$ cat config.mk
export PLATFORM = sky130hd
export DESIGN_NAME = utf16le_to_utf8_converter_top_flat
export DESIGN_NICKNAME = d
export VERILOG_FILES = /design/src/sv/u16u8_pkg.sv /design/src/sv/u16u8_if.sv /design/src/sv/u16u8_decode.sv /design/src/sv/u16u8_emit.sv /design/src/sv/utf16le_to_utf8_converter_top.sv /design/src/flat_wrapper.sv
export SDC_FILE = /design/constraint.sdc
export NUM_CORES = 1
export LEC_CHECK = 0
export BUFFER_PORTS_ARGS = -buffer_cell sky130_fd_sc_hd__clkbuf_2
export CAP_MARGIN = 20
export CORE_MARGIN = 5
export CORE_UTILIZATION = 35
export CTS_CLUSTER_DIAMETER = 40
export DETAILED_ROUTE_END_ITERATION = 10
export PLACE_DENSITY = 0.5
export SETUP_SLACK_MARGIN = 0.1
export SYNTH_ARGS = -nofsm -noshare
export SYNTH_HDL_FRONTEND = slang
export SYNTH_SLANG_ARGS = --single-unit
$ cat constraint.sdc
create_clock -name clk -period 10 [get_ports clk]
set_clock_uncertainty 0.05 [all_clocks]
set_input_delay 1 -clock clk [delete_from_list [all_inputs] [get_ports clk]]
set_output_delay 1 -clock clk [all_outputs]
set_load 0.05 [all_outputs]
$ cat src/sv/u16u8_pkg.sv
// ----------------------------------------------------------------------------
// u16u8_pkg
// Shared types and constants for the UTF-16LE to UTF-8 converter.
// ----------------------------------------------------------------------------
package u16u8_pkg;

  localparam int MaxCodePoints = 256;
  localparam int CpCountW      = $clog2(MaxCodePoints + 1);

  localparam logic [15:0] CapReset = 16'd256;

  localparam logic [5:0] HiSurPrefix = 6'b110110;
  localparam logic [5:0] LoSurPrefix = 6'b110111;
  localparam logic [4:0] SurPrefix   = 5'b11011;

  typedef struct packed {
    logic [3:0][7:0] bytes;
    logic [2:0]      count;
    logic            status;
    logic            eos;
    logic [15:0]     base;
  } u16u8_bundle_t;

endpackage

$ cat src/sv/u16u8_if.sv
// ----------------------------------------------------------------------------
// u16u8 channel interfaces
// Input word, output word and capacity write channels, valid/ready handshake.
// ----------------------------------------------------------------------------
interface u16u8_in_if;
  logic       valid;
  logic       ready;
  logic [7:0] in_byte;
  logic       final_byte;

  modport source (output valid, in_byte, final_byte, input ready);
  modport sink   (input valid, in_byte, final_byte, output ready);
endinterface

interface u16u8_out_if;
  logic        valid;
  logic        ready;
  logic [7:0]  out_byte;
  logic        byte_valid;
  logic        end_of_string;
  logic        bad_input;
  logic [15:0] total_length;

  modport source (output valid, out_byte, byte_valid, end_of_string, bad_input,
                  total_length, input ready);
  modport sink   (input valid, out_byte, byte_valid, end_of_string, bad_input,
                  total_length, output ready);
endinterface

interface u16u8_cfg_if;
  logic        valid;
  logic        ready;
  logic [15:0] out_capacity;

  modport source (output valid, out_capacity, input ready);
  modport sink   (input valid, out_capacity, output ready);
endinterface

$ cat src/sv/u16u8_decode.sv
// ----------------------------------------------------------------------------
// u16u8_decode
// Input register, string state and single-pass decode of one input word into
// a bundle of up to four results.
// ----------------------------------------------------------------------------
module u16u8_decode (
  input  logic                     clk,
  input  logic                     rst,
  u16u8_in_if.sink                 upstream,
  u16u8_cfg_if.sink                cfg,
  output u16u8_pkg::u16u8_bundle_t bnd,
  output logic                     bnd_valid,
  input  logic                     bnd_ready
);
  import u16u8_pkg::*;

  logic                iv;
  logic [7:0]          ib;
  logic                ifin;
  logic [15:0]         out_capacity;

  logic                odd_phase, odd_phase_next;
  logic [7:0]          low_byte_hold, low_byte_hold_next;
  logic                hs_pending, hs_pending_next;
  logic [9:0]          hs_bits, hs_bits_next;
  logic [15:0]         bytes_out_count, bytes_out_count_next;
  logic [CpCountW-1:0] cp_count, cp_count_next;
  logic                error_latched, error_latched_next;

  logic                take;
  logic [15:0]         unit;
  logic [20:0]         cp;
  logic [2:0]          n;
  logic [3:0][7:0]     enc;
  logic                emit_cp;
  logic                do_fail;
  logic                clear;
  logic                cap_fail;

  assign take           = iv && bnd_ready;
  assign upstream.ready = !iv || take;
  assign cfg.ready      = 1'b1;
  assign bnd_valid      = iv;
  assign unit           = {ib, low_byte_hold};

  always_comb begin
    enc = '0;
    n   = 3'd1;
    if (cp <= 21'h7f) begin
      enc[0] = cp[7:0];
      n      = 3'd1;
    end else if (cp <= 21'h7ff) begin
      enc[0] = {3'b110, cp[10:6]};
      enc[1] = {2'b10, cp[5:0]};
      n      = 3'd2;
    end else if (cp <= 21'hffff) begin
      enc[0] = {4'b1110, cp[15:12]};
      enc[1] = {2'b10, cp[11:6]};
      enc[2] = {2'b10, cp[5:0]};
      n      = 3'd3;
    end else begin
      enc[0] = {5'b11110, cp[20:18]};
      enc[1] = {2'b10, cp[17:12]};
      enc[2] = {2'b10, cp[11:6]};
      enc[3] = {2'b10, cp[5:0]};
      n      = 3'd4;
    end
  end

  assign cap_fail = ({1'b0, bytes_out_count} + 17'(n) + 17'd1) >= {1'b0, out_capacity};

  always_comb begin
    odd_phase_next       = odd_phase;
    low_byte_hold_next   = low_byte_hold;
    hs_pending_next      = hs_pending;
    hs_bits_next         = hs_bits;
    bytes_out_count_next = bytes_out_count;
    cp_count_next        = cp_count;
    error_latched_next   = error_latched;
    cp                   = 21'(unit);
    emit_cp              = 1'b0;
    do_fail              = 1'b0;
    clear                = 1'b0;
    bnd                  = '0;
    bnd.base             = bytes_out_count;

    if (error_latched) begin
      if (ifin) begin
        bnd.count  = 3'd1;
        bnd.status = 1'b1;
        bnd.eos    = 1'b1;
        clear      = 1'b1;
      end
    end else if (!odd_phase) begin
      if (ifin) begin
        do_fail = 1'b1;
      end else begin
        low_byte_hold_next = ib;
        odd_phase_next     = 1'b1;
      end
    end else begin
      odd_phase_next = 1'b0;
      if (hs_pending) begin
        if (unit[15:10] == LoSurPrefix) begin
          hs_pending_next = 1'b0;
          cp              = 21'h10000 + 21'({hs_bits, unit[9:0]});
          emit_cp         = 1'b1;
        end else begin
          do_fail = 1'b1;
        end
      end else if (unit[15:11] != SurPrefix) begin
        emit_cp = 1'b1;
      end else if (unit[15:10] == HiSurPrefix) begin
        if (ifin) begin
          do_fail = 1'b1;
        end else begin
          hs_pending_next = 1'b1;
          hs_bits_next    = unit[9:0];
        end
      end else begin
        do_fail = 1'b1;
      end
    end

    if (emit_cp) begin
      if (cp_count >= CpCountW'(MaxCodePoints) || cap_fail) begin
        do_fail = 1'b1;
      end else begin
        cp_count_next        = cp_count + 1'b1;
        bytes_out_count_next = bytes_out_count + 16'(n);
        bnd.bytes            = enc;
        bnd.count            = n;
        bnd.eos              = ifin;
        clear                = ifin;
      end
    end

    if (do_fail) begin
      error_latched_next = 1'b1;
      bnd.bytes          = '0;
      bnd.count          = 3'd1;
      bnd.status         = 1'b1;
      bnd.eos            = ifin;
      clear              = ifin;
    end

    if (clear) begin
      odd_phase_next       = 1'b0;
      low_byte_hold_next   = '0;
      hs_pending_next      = 1'b0;
      hs_bits_next         = '0;
      bytes_out_count_next = '0;
      cp_count_next        = '0;
      error_latched_next   = 1'b0;
    end
  end

  always_ff @(posedge clk) begin
    if (rst) begin
      iv              <= 1'b0;
      out_capacity    <= CapReset;
      odd_phase       <= 1'b0;
      low_byte_hold   <= '0;
      hs_pending      <= 1'b0;
      hs_bits         <= '0;
      bytes_out_count <= '0;
      cp_count        <= '0;
      error_latched   <= 1'b0;
    end else begin
      if (cfg.valid) begin
        out_capacity <= cfg.out_capacity;
      end
      if (upstream.valid && upstream.ready) begin
        iv <= 1'b1;
      end else if (take) begin
        iv <= 1'b0;
      end
      if (take) begin
        odd_phase       <= odd_phase_next;
        low_byte_hold   <= low_byte_hold_next;
        hs_pending      <= hs_pending_next;
        hs_bits         <= hs_bits_next;
        bytes_out_count <= bytes_out_count_next;
        cp_count        <= cp_count_next;
        error_latched   <= error_latched_next;
      end
    end
  end

  always_ff @(posedge clk) begin
    if (upstream.valid && upstream.ready) begin
      ib   <= upstream.in_byte;
      ifin <= upstream.final_byte;
    end
  end

endmodule

$ cat src/sv/u16u8_emit.sv
// ----------------------------------------------------------------------------
// u16u8_emit
// Bundle register and output register: sends the bundle's results one word
// per cycle while downstream is ready.
// ----------------------------------------------------------------------------
module u16u8_emit (
  input  logic                     clk,
  input  logic                     rst,
  input  u16u8_pkg::u16u8_bundle_t bnd,
  input  logic                     bnd_valid,
  output logic                     bnd_ready,
  u16u8_out_if.source              downstream
);
  import u16u8_pkg::*;

  u16u8_bundle_t held;
  logic [2:0]    rem;
  logic [1:0]    idx;
  logic          out_valid;
  logic [7:0]    out_byte;
  logic          byte_valid;
  logic          end_of_string;
  logic          bad_input;
  logic [15:0]   total_length;
  logic          out_load;

  assign out_load  = !out_valid || downstream.ready;
  assign bnd_ready = (rem == 3'd0) || (rem == 3'd1 && out_load);

  assign downstream.valid         = out_valid;
  assign downstream.out_byte      = out_byte;
  assign downstream.byte_valid    = byte_valid;
  assign downstream.end_of_string = end_of_string;
  assign downstream.bad_input     = bad_input;
  assign downstream.total_length  = total_length;

  always_ff @(posedge clk) begin
    if (rst) begin
      rem       <= '0;
      idx       <= '0;
      out_valid <= 1'b0;
    end else begin
      if (out_load) begin
        out_valid <= (rem != 3'd0);
      end
      if (bnd_valid && bnd_ready) begin
        rem <= bnd.count;
        idx <= '0;
      end else if (out_load && rem != 3'd0) begin
        rem <= rem - 3'd1;
        idx <= idx + 2'd1;
      end
    end
  end

  always_ff @(posedge clk) begin
    if (bnd_valid && bnd_ready) begin
      held <= bnd;
    end
    if (out_load && rem != 3'd0) begin
      out_byte      <= held.status ? 8'd0 : held.bytes[idx];
      byte_valid    <= !held.status;
      bad_input     <= held.status;
      end_of_string <= held.eos && (rem == 3'd1);
      total_length  <= held.status ? held.base : 16'(held.base + 16'(idx) + 16'd1);
    end
  end

endmodule

$ cat src/sv/utf16le_to_utf8_converter_top.sv
// An accepted input word passes the input, bundle and output registers.
// Throughput: one input word per cycle and one output word per cycle while
// downstream is ready; a word completing a multi-byte code point holds the
// input until its bytes are sent. The single output register sets the rate.
// Reset: synchronous, active high; clears string state, capacity goes to 256.
// ----------------------------------------------------------------------------
// utf16le_to_utf8_converter_top
// UTF-16LE byte stream in, UTF-8 byte stream out, with error and length status.
// ----------------------------------------------------------------------------
module utf16le_to_utf8_converter_top (
  input  logic        clk,
  input  logic        rst,
  u16u8_in_if.sink    upstream,
  u16u8_out_if.source downstream,
  u16u8_cfg_if.sink   cfg
);
  import u16u8_pkg::*;

  u16u8_bundle_t bnd;
  logic          bnd_valid;
  logic          bnd_ready;

  u16u8_decode u_decode (
    .clk       (clk),
    .rst       (rst),
    .upstream  (upstream),
    .cfg       (cfg),
    .bnd       (bnd),
    .bnd_valid (bnd_valid),
    .bnd_ready (bnd_ready)
  );

  u16u8_emit u_emit (
    .clk        (clk),
    .rst        (rst),
    .bnd        (bnd),
    .bnd_valid  (bnd_valid),
    .bnd_ready  (bnd_ready),
    .downstream (downstream)
  );

endmodule

$ cat src/flat_wrapper.sv
// flat-port wrapper written by rule: the top's interface ports become plain ports
module utf16le_to_utf8_converter_top_flat import u16u8_pkg::*;
  (clk, rst, upstream_valid, upstream_in_byte, upstream_final_byte, upstream_ready, downstream_valid, downstream_out_byte, downstream_byte_valid, downstream_end_of_string, downstream_bad_input, downstream_total_length, downstream_ready, cfg_valid, cfg_out_capacity, cfg_ready);
  u16u8_in_if upstream_i ();
  u16u8_out_if downstream_i ();
  u16u8_cfg_if cfg_i ();
  input  logic clk;
  input  logic rst;
  input wire logic [$bits(upstream_i.valid)-1:0] upstream_valid;
  input wire logic [$bits(upstream_i.in_byte)-1:0] upstream_in_byte;
  input wire logic [$bits(upstream_i.final_byte)-1:0] upstream_final_byte;
  output wire logic [$bits(upstream_i.ready)-1:0] upstream_ready;
  output wire logic [$bits(downstream_i.valid)-1:0] downstream_valid;
  output wire logic [$bits(downstream_i.out_byte)-1:0] downstream_out_byte;
  output wire logic [$bits(downstream_i.byte_valid)-1:0] downstream_byte_valid;
  output wire logic [$bits(downstream_i.end_of_string)-1:0] downstream_end_of_string;
  output wire logic [$bits(downstream_i.bad_input)-1:0] downstream_bad_input;
  output wire logic [$bits(downstream_i.total_length)-1:0] downstream_total_length;
  input wire logic [$bits(downstream_i.ready)-1:0] downstream_ready;
  input wire logic [$bits(cfg_i.valid)-1:0] cfg_valid;
  input wire logic [$bits(cfg_i.out_capacity)-1:0] cfg_out_capacity;
  output wire logic [$bits(cfg_i.ready)-1:0] cfg_ready;
  assign upstream_i.valid = upstream_valid;
  assign upstream_i.in_byte = upstream_in_byte;
  assign upstream_i.final_byte = upstream_final_byte;
  assign upstream_ready = upstream_i.ready;
  assign downstream_valid = downstream_i.valid;
  assign downstream_out_byte = downstream_i.out_byte;
  assign downstream_byte_valid = downstream_i.byte_valid;
  assign downstream_end_of_string = downstream_i.end_of_string;
  assign downstream_bad_input = downstream_i.bad_input;
  assign downstream_total_length = downstream_i.total_length;
  assign downstream_i.ready = downstream_ready;
  assign cfg_i.valid = cfg_valid;
  assign cfg_i.out_capacity = cfg_out_capacity;
  assign cfg_ready = cfg_i.ready;
  utf16le_to_utf8_converter_top u_core (.clk(clk), .rst(rst), .upstream(upstream_i), .downstream(downstream_i), .cfg(cfg_i));
endmodule
# [Word level (Yosys, flattened, before mapping)]
# Cells that the tools add are included.
[classes] n_addsub=9 mul=0 div_mod_pow=0 magnitude_cmp=6 n_eq_ne=10 shifts=0 muxes=72 n_bitwise=1 reduce_logical=31
[op_table] op="$mux 21" count=4
[op_table] op="$mux 16" count=5
[op_table] op="$mux 10" count=7
[op_table] op="$mux 8" count=7
[op_table] op="$mux 1" count=34
[op_table] op="$mux 3" count=9
[op_table] op="$mux 9" count=3
[op_table] op="$mux 22" count=1
[op_table] op="$add 17x20->21 const A" count=1
[op_table] op="$le 21x11->1 const B" count=1
[op_table] op="$le 21x16->1 const B" count=1
[op_table] op="$le 21x7->1 const B" count=1
[op_table] op="$add 16x3->17" count=1
[op_table] op="$add 17x1->17 const B" count=1
[op_table] op="$ge 17x16->1" count=1
[op_table] op="$add 16x1->16 const B" count=1
[op_table] op="$add 16x2->16" count=1
[op_table] op="$add 16x3->16" count=1
[op_table] op="$bmux 8 s2" count=1
[op_table] op="$eq 6x6->1 const B" count=2
[op_table] op="$reduce_bool 2->1" count=6
[op_table] op="$add 9x1->9 const B" count=1
[op_table] op="$ge 9x9->1 const B" count=1
[op_table] op="$ne 2x1->1 const B" count=4
[op_table] op="22 further kinds" count=34
[totals] regBits=155 latch_bits=0 ramBits=0 romBits=0 in_bits=30 output_inout_bits=30 word_cells=157 mem_count=0

# [Logic depth before layout (Yosys ltp)]
[logic_depth] word_depth=18 depth_mapped=25

# [Cells and area by module]
# Synthesis repeated with hierarchy kept, for this count alone.
[unflattened] cells_unflattened=750 hier_area_um2=7912.6
[modules_own_cells] module="u16u8_decode" instances=1 cells_each=562 area_each_um2=4615.7 seq_area_each_um2=1531.5
[modules_own_cells] module="u16u8_emit" instances=1 cells_each=188 area_each_um2=3296.9 seq_area_each_um2=2432.3

# [Worst setup path after synthesis]
# OpenSTA, ideal clock, no wires.
[synth_timing] kind="reg-to-reg" startpoint="register u_core.u_decode.ib[5]" endpoint="register u_core.u_decode.bytes_out_count[13]" arrival_ns=5.539 setup_slack_ns=4.341 stages_incl_launch_ff=24 path_buffers=2 period_less_slack_ns=5.659 path_cell_list="edfxtp_1 > and4b_1 > nand4_1 > o31a_1 > nor4_4 > o31a_1 > inv_1 > ha_1 > fa_1 > nand2b_1 > a2111oi_4 > or2_2 > clkbuf_1 > nand3_1 > xnor2_1 > ha_1 > a211oi_1 > nor2_1 > o31ai_1 > a31o_2 > a41oi_4 > clkbuf_1 > or4_1 > a21oi_1"
[synth_between] elab_chain_cells=18 word_cells_on_any_way=40 classes_between="add/sub (3); order compare (4); eq/ne (4); mux (26); reduce/logical (3)"
[synth_lines] element="from (decl)" line="u16u8_decode.sv:18" source="logic [7:0] ib;"
[synth_lines] element="from (signal assigned)" line="u16u8_decode.sv:192" source="ib <= upstream.in_byte;"
[synth_lines] element="$eq 6x6->1" line="u16u8_decode.sv:104" source="if (unit[15:10] == LoSurPrefix) begin"
[synth_lines] element="$mux 21" line="u16u8_decode.sv:104"
[synth_lines] element="$mux 21" line="u16u8_decode.sv:103" source="if (hs_pending) begin"
[synth_lines] element="$mux 21" line="u16u8_decode.sv:94" source="end else if (!odd_phase) begin"
[synth_lines] element="$mux 21" line="u16u8_decode.sv:87" source="if (error_latched) begin"
[synth_lines] element="$le 21x16->1" line="u16u8_decode.sv:56" source="end else if (cp <= 21'hffff) begin"
[synth_lines] element="$mux 3" line="u16u8_decode.sv:56"
[synth_lines] element="$mux 3" line="u16u8_decode.sv:52" source="end else if (cp <= 21'h7ff) begin"
[synth_lines] element="[... 2 more ...]"
[synth_lines] element="$add 17x1->17" line="u16u8_decode.sv:70" source="assign cap_fail = ({1'b0, bytes_out_count} + 17'(n) + 17'd1) >= {1'b0, out_capacity};"
[synth_lines] element="$ge 17x16->1" line="u16u8_decode.sv:70"
[synth_lines] element="$logic_or 1x1->1" line="u16u8_decode.sv:126" source="if (cp_count >= CpCountW'(MaxCodePoints) || cap_fail) begin"
[synth_lines] element="$mux 1" line="u16u8_decode.sv:126"
[synth_lines] element="$mux 1" line="u16u8_decode.sv:125" source="if (emit_cp) begin"
[synth_lines] element="$mux 1" line="u16u8_decode.sv:138" source="if (do_fail) begin"
[synth_lines] element="$ne 2x2->1 (no source line) / $reduce_bool 2->1 (equally long branches)"
[synth_lines] element="$reduce_and 3->1 (no source line)"
[synth_lines] element="to (signal assigned)" line="u16u8_decode.sv:183" source="bytes_out_count <= bytes_out_count_next;"
[synth_lines] element="to (decl)" line="u16u8_decode.sv:26" source="logic [15:0] bytes_out_count, bytes_out_count_next;"
# Several ways; a longest one is shown, not always the timed one. The select of a mux whose other input is x is not followed.
# A chain may end at the register's enable or synchronous reset.

# [Worst setup path after layout]
[layout_timing] startpoint="register u_core.u_decode.ib[5]" endpoint="register u_core.u_decode.bytes_out_count[7]"
# The elaborated chain is that of the path after synthesis.

==> metrics.log <==
[metrics] post-synthesis sequential element count: 152
[metrics] clock slew at the register clock pins of the worst setup and hold paths: 0.07 ns
[metrics] CP max FO: 33
[metrics] Cells after DPL: 1047
[metrics] Die H: 159 µm
[metrics] leftover overflow at the end of global routing: 0
[metrics] Core Rows: 54
[metrics] max-cap check violation count: 0
[metrics] critical path data required time: 10.30 ns
[metrics] Routed WL per cell: 16.9 µm
[metrics] TritonCTS clock tree: built
[metrics] delay-heaviest family, CP: simple AND/OR/NAND/NOR gates
[metrics] number of buffers and inverters on the critical path: 1
[metrics] Post-Syn Instances: 745
[metrics] H-tree depth reported by CTS: 4
[metrics] first-pass detailed-route iteration total: 6
[metrics] post-route cell area: 8850 µm²
[metrics] minimum period implied by the final worst setup slack: 6.45 ns
[metrics] count of endpoints failing hold in the final timing report: 0
[metrics] die area: 25200 µm²
[metrics] layout overhead on the synthesized area: 14.2%
[metrics] width of the die: 159 µm
[metrics] Design Power: 2.11 mW
[metrics] switching power total: 0.770 mW
[metrics] number of buffers inserted by hold repair at cts: 0
[metrics] cell type of the slowest stage on the worst timing path: or4_1
[metrics] most frequently used flop master after synthesis: edfxtp_1
[metrics] buffers inserted during post-CTS setup optimization: 0
[metrics] YS warnings: 0
[metrics] overall via count from detail_route: 5658
[metrics] TritonCTS sink count: 152
[metrics] peak per-stage delay on the critical path: 0.65 ns
[metrics] max-slew violations: 0
[metrics] type of the most critical hold path: reg -> reg
[metrics] vias in the first global route: 5667
[metrics] number of I/O pins: 60
[metrics] global-route wire length before repair: 30800 µm
[metrics] Worst-Margin Slew: 1.04 ns
[metrics] Worst IR Drop VDD: 0.122 mV
[metrics] most prevalent standard cell on the critical path: a21oi_1
[metrics] total nets after synthesis: 806
[metrics] cell internal pwr: 1.34 mW
[metrics] share of the synthesized area in the top cell type: 32.2%
[metrics] leakage component of the power: 3.20 nW
[metrics] type of destination of the critical path: flop
[metrics] Core Box Area: 21800 µm²
[metrics] combined global-route utilization of all metal layers: 14.9%
[metrics] Setup Crit Path Kind: reg -> reg
[metrics] part of the power in the clock network: 31.6%
[metrics] fraction of synthesis flops using an asynchronous set or reset pin: 0%
[metrics] wirelength, routed: 18300 µm
[metrics] mean instance size in the synthesized netlist: 10.4 µm²
[metrics] vias per inst: 5.24
[metrics] list of cells traversed by the critical path: nand4b_4 -> or3_4 -> nor2_4 -> nor3_2 -> a21oi_1 -> inv_1 -> fa_1 -> nand2b_1 -> a2111oi_4 -> or2_2 -> nand2_1 -> xnor2_1 -> ha_1 -> a21o_1 -> a211oi_1 -> a41oi_4 -> or4_1 -> a21oi_1
[metrics] sequential group share of total power: 41.9%
[metrics] status: complete, no violations
[metrics] worst slew margin relative to its limit: 29.9%
[metrics] number of enable flip-flop cells after synthesis: 83
[metrics] net switching fraction of the power: 36.5%
[metrics] Layout Cells excl Fill: 1080
[metrics] buffer levels on the longest clock path: 2
[metrics] effective utilization at floorplan: 35.5%
[metrics] number of fill cells in the layout: 2125
[metrics] Area after DPL: 8240 µm²
[metrics] final RePlAce weighted congestion: 0.897
[metrics] count of input and output buffers: 58
[metrics] data arrival time of the critical path: 6.74 ns
[metrics] Net count, final: 848
[metrics] aggregate negative setup slack: 0 ns
[metrics] number of setup violations in the final report: 0
[metrics] library cell used as clock root buffer: clkbuf_16
[metrics] initial antenna violation count: 0
[metrics] smallest hold slack: 0.424 ns
[metrics] number of buffers created by CTS: 17
[metrics] largest net degree at the start of global routing: 61
[metrics] main area contributors after synthesis: edfxtp_1 32%, dfxtp_1 18%, ha_1 4.5%, a21oi_1 4.1%, nand2_1 3.8%
[metrics] share of the clock period used by the worst path: 64.5%
[metrics] fraction of the yosys area taken by sequential cells: 50.0%
[metrics] areal power density over the cells: 239 nW/µm²
[metrics] Iteration-0 DRC Markers: 380
[metrics] share of post-route cells with drive strength above 1: 16.1%
[metrics] library cell with the highest instance count after synthesis: edfxtp_1
[metrics] unique cell type count in the Yosys netlist: 78
[metrics] combinational power share: 26.6%
[metrics] number of remaining DRC errors: 0
[metrics] setup repair after global routing missed its margin: false
[metrics] FMAX: 155 MHz
[metrics] Antenna diodes: 0
[metrics] number of cells upsized or downsized after cts: 0
[metrics] synth cell count leaders: 83 x edfxtp_1, 78 x nand2_1, 69 x dfxtp_1
[metrics] post-route ant nets: 0
[metrics] later-pin clock latency in the skew report: 0.43 ns
[metrics] Yosys top cell by area: edfxtp_1
[metrics] post-synthesis cell area: 7750 µm²
[metrics] critical path launch point type: flop
[metrics] half-perimeter wire length after placement: 13300 µm
[power by group through the flow]
stage	combinational, mW	sequential (mW)	clock (mW)
floorplan	0.263	1.07	0
global placement	0.561	0.897	0
detailed placement	0.570	0.901	0
CTS	0.571	0.887	0.681
global route	0.612	0.902	0.714
finish	0.561	0.884	0.667
[final timing paths]
check,to,cells after the start,start,slack (ns)
hold / removal,u_core.u_decode.cp_count[8]$_SDFFE_PP0P_,2,u_core.u_decode.cp_count[8]$_SDFFE_PP0P_,0.42
hold reg to reg,u_core.u_decode.cp_count[8]$_SDFFE_PP0P_,2,u_core.u_decode.cp_count[8]$_SDFFE_PP0P_,0.42
setup reg to reg,u_core.u_decode.bytes_out_count[7]$_SDFFE_PP0P_,18,u_core.u_decode.ib[5]$_DFFE_PP_,3.55
setup / recovery,u_core.u_decode.bytes_out_count[7]$_SDFFE_PP0P_,18,u_core.u_decode.ib[5]$_DFFE_PP_,3.55
[layer usage]
layer | GRT usage (%) | routed length (µm) | vias to the layer above
met5 | 0 | 0 | -
met4 | 5.16 | 315 | 0
met3 | 3.03 | 724 | 24
met2 | 22.3 | 8020 | 128
met1 | 21.4 | 9230 | 2705
li1 | - | - | 2801
[layout by cell type (no fill, tap or decap), drive strengths merged, types with 25 or more instances in the layout]
cell | netlist | layout
nor2 | 50 | 50
clkbuf | 26 | 75
dfxtp | 69 | 69
a21oi | 63 | 63
inv | 43 | 53
nand2 | 78 | 78
nand3 | 47 | 47
xnor2 | 25 | 25
edfxtp | 83 | 83
ha | 28 | 28
[flip-flops by register name, indices dropped and copies added (netlist names)]
signal                                  count
u_core.u_decode.ifin                        1
u_core.u_decode.hs_pending                  1
u_core.u_emit.held                         47
u_core.u_emit.rem                           3
u_core.u_emit.downstream.out_byte           8
u_core.u_emit.downstream.end_of_string      1
u_core.u_emit.downstream.byte_valid         1
u_core.u_emit.downstream.valid              1
u_core.u_emit.idx                           2
u_core.u_decode.cp_count                    9
u_core.u_decode.hs_bits                    10
u_core.u_decode.ib                          8
u_core.u_decode.out_capacity               16
u_core.u_decode.error_latched               1
u_core.u_emit.downstream.total_length      16
u_core.u_emit.downstream.bad_input          1
u_core.u_decode.odd_phase                   1
u_core.u_decode.bnd_valid                   1
u_core.u_decode.bytes_out_count            16
u_core.u_decode.low_byte_hold               8
[worst reg2reg max path, cell delays in order (launching register included)]
cell       delay, ns
edfxtp_1        0.49
nand4b_4        0.27
or3_4           0.44
nor2_4          0.43
nor3_2          0.17
a21oi_1         0.36
inv_1           0.17
fa_1            0.49
nand2b_1        0.20
a2111oi_4       0.42
or2_2           0.25
nand2_1         0.08
xnor2_1         0.13
ha_1            0.32
a21o_1          0.16
a211oi_1        0.57
a41oi_4         0.56
or4_1           0.66
a21oi_1         0.15
[final cells by class]
cell class / count / area, µm² / share of cell area, %
sequential: 152 / 3870 / 43.8
tap: 280 / 350 / 3.96
timing repair buffer: 62 / 318 / 3.59
inverter: 45 / 169 / 1.91
multi-input combinational: 509 / 3530 / 39.9
clock buffer: 17 / 425 / 4.81
clock inverter: 15 / 181 / 2.05
[through the flow]
stage	setup WS, ns	utilization, %
6_report	3.55	40.6
5_1_grt	3.08	40.6
4_1_cts	3.54	40.5
3_5_place_dp	3.59	37.7
3_3_place_gp	3.80	37.7
2_1_floorplan	4.34	-
[cell families after synthesis]
logic type | Yosys count | synth area share, %
adder cells (fa/ha/maj) | 34 | 5.75
other | 1 | 0.0484
buffers and inverters | 84 | 4.46
multiplexers | 27 | 4.63
flip-flops | 152 | 50.0
AND/OR/NAND/NOR | 266 | 18.4
AO/OA/AOI/OAI | 145 | 12.6
XOR/XNOR | 36 | 4.07
(Power assumes the default switching activity.)
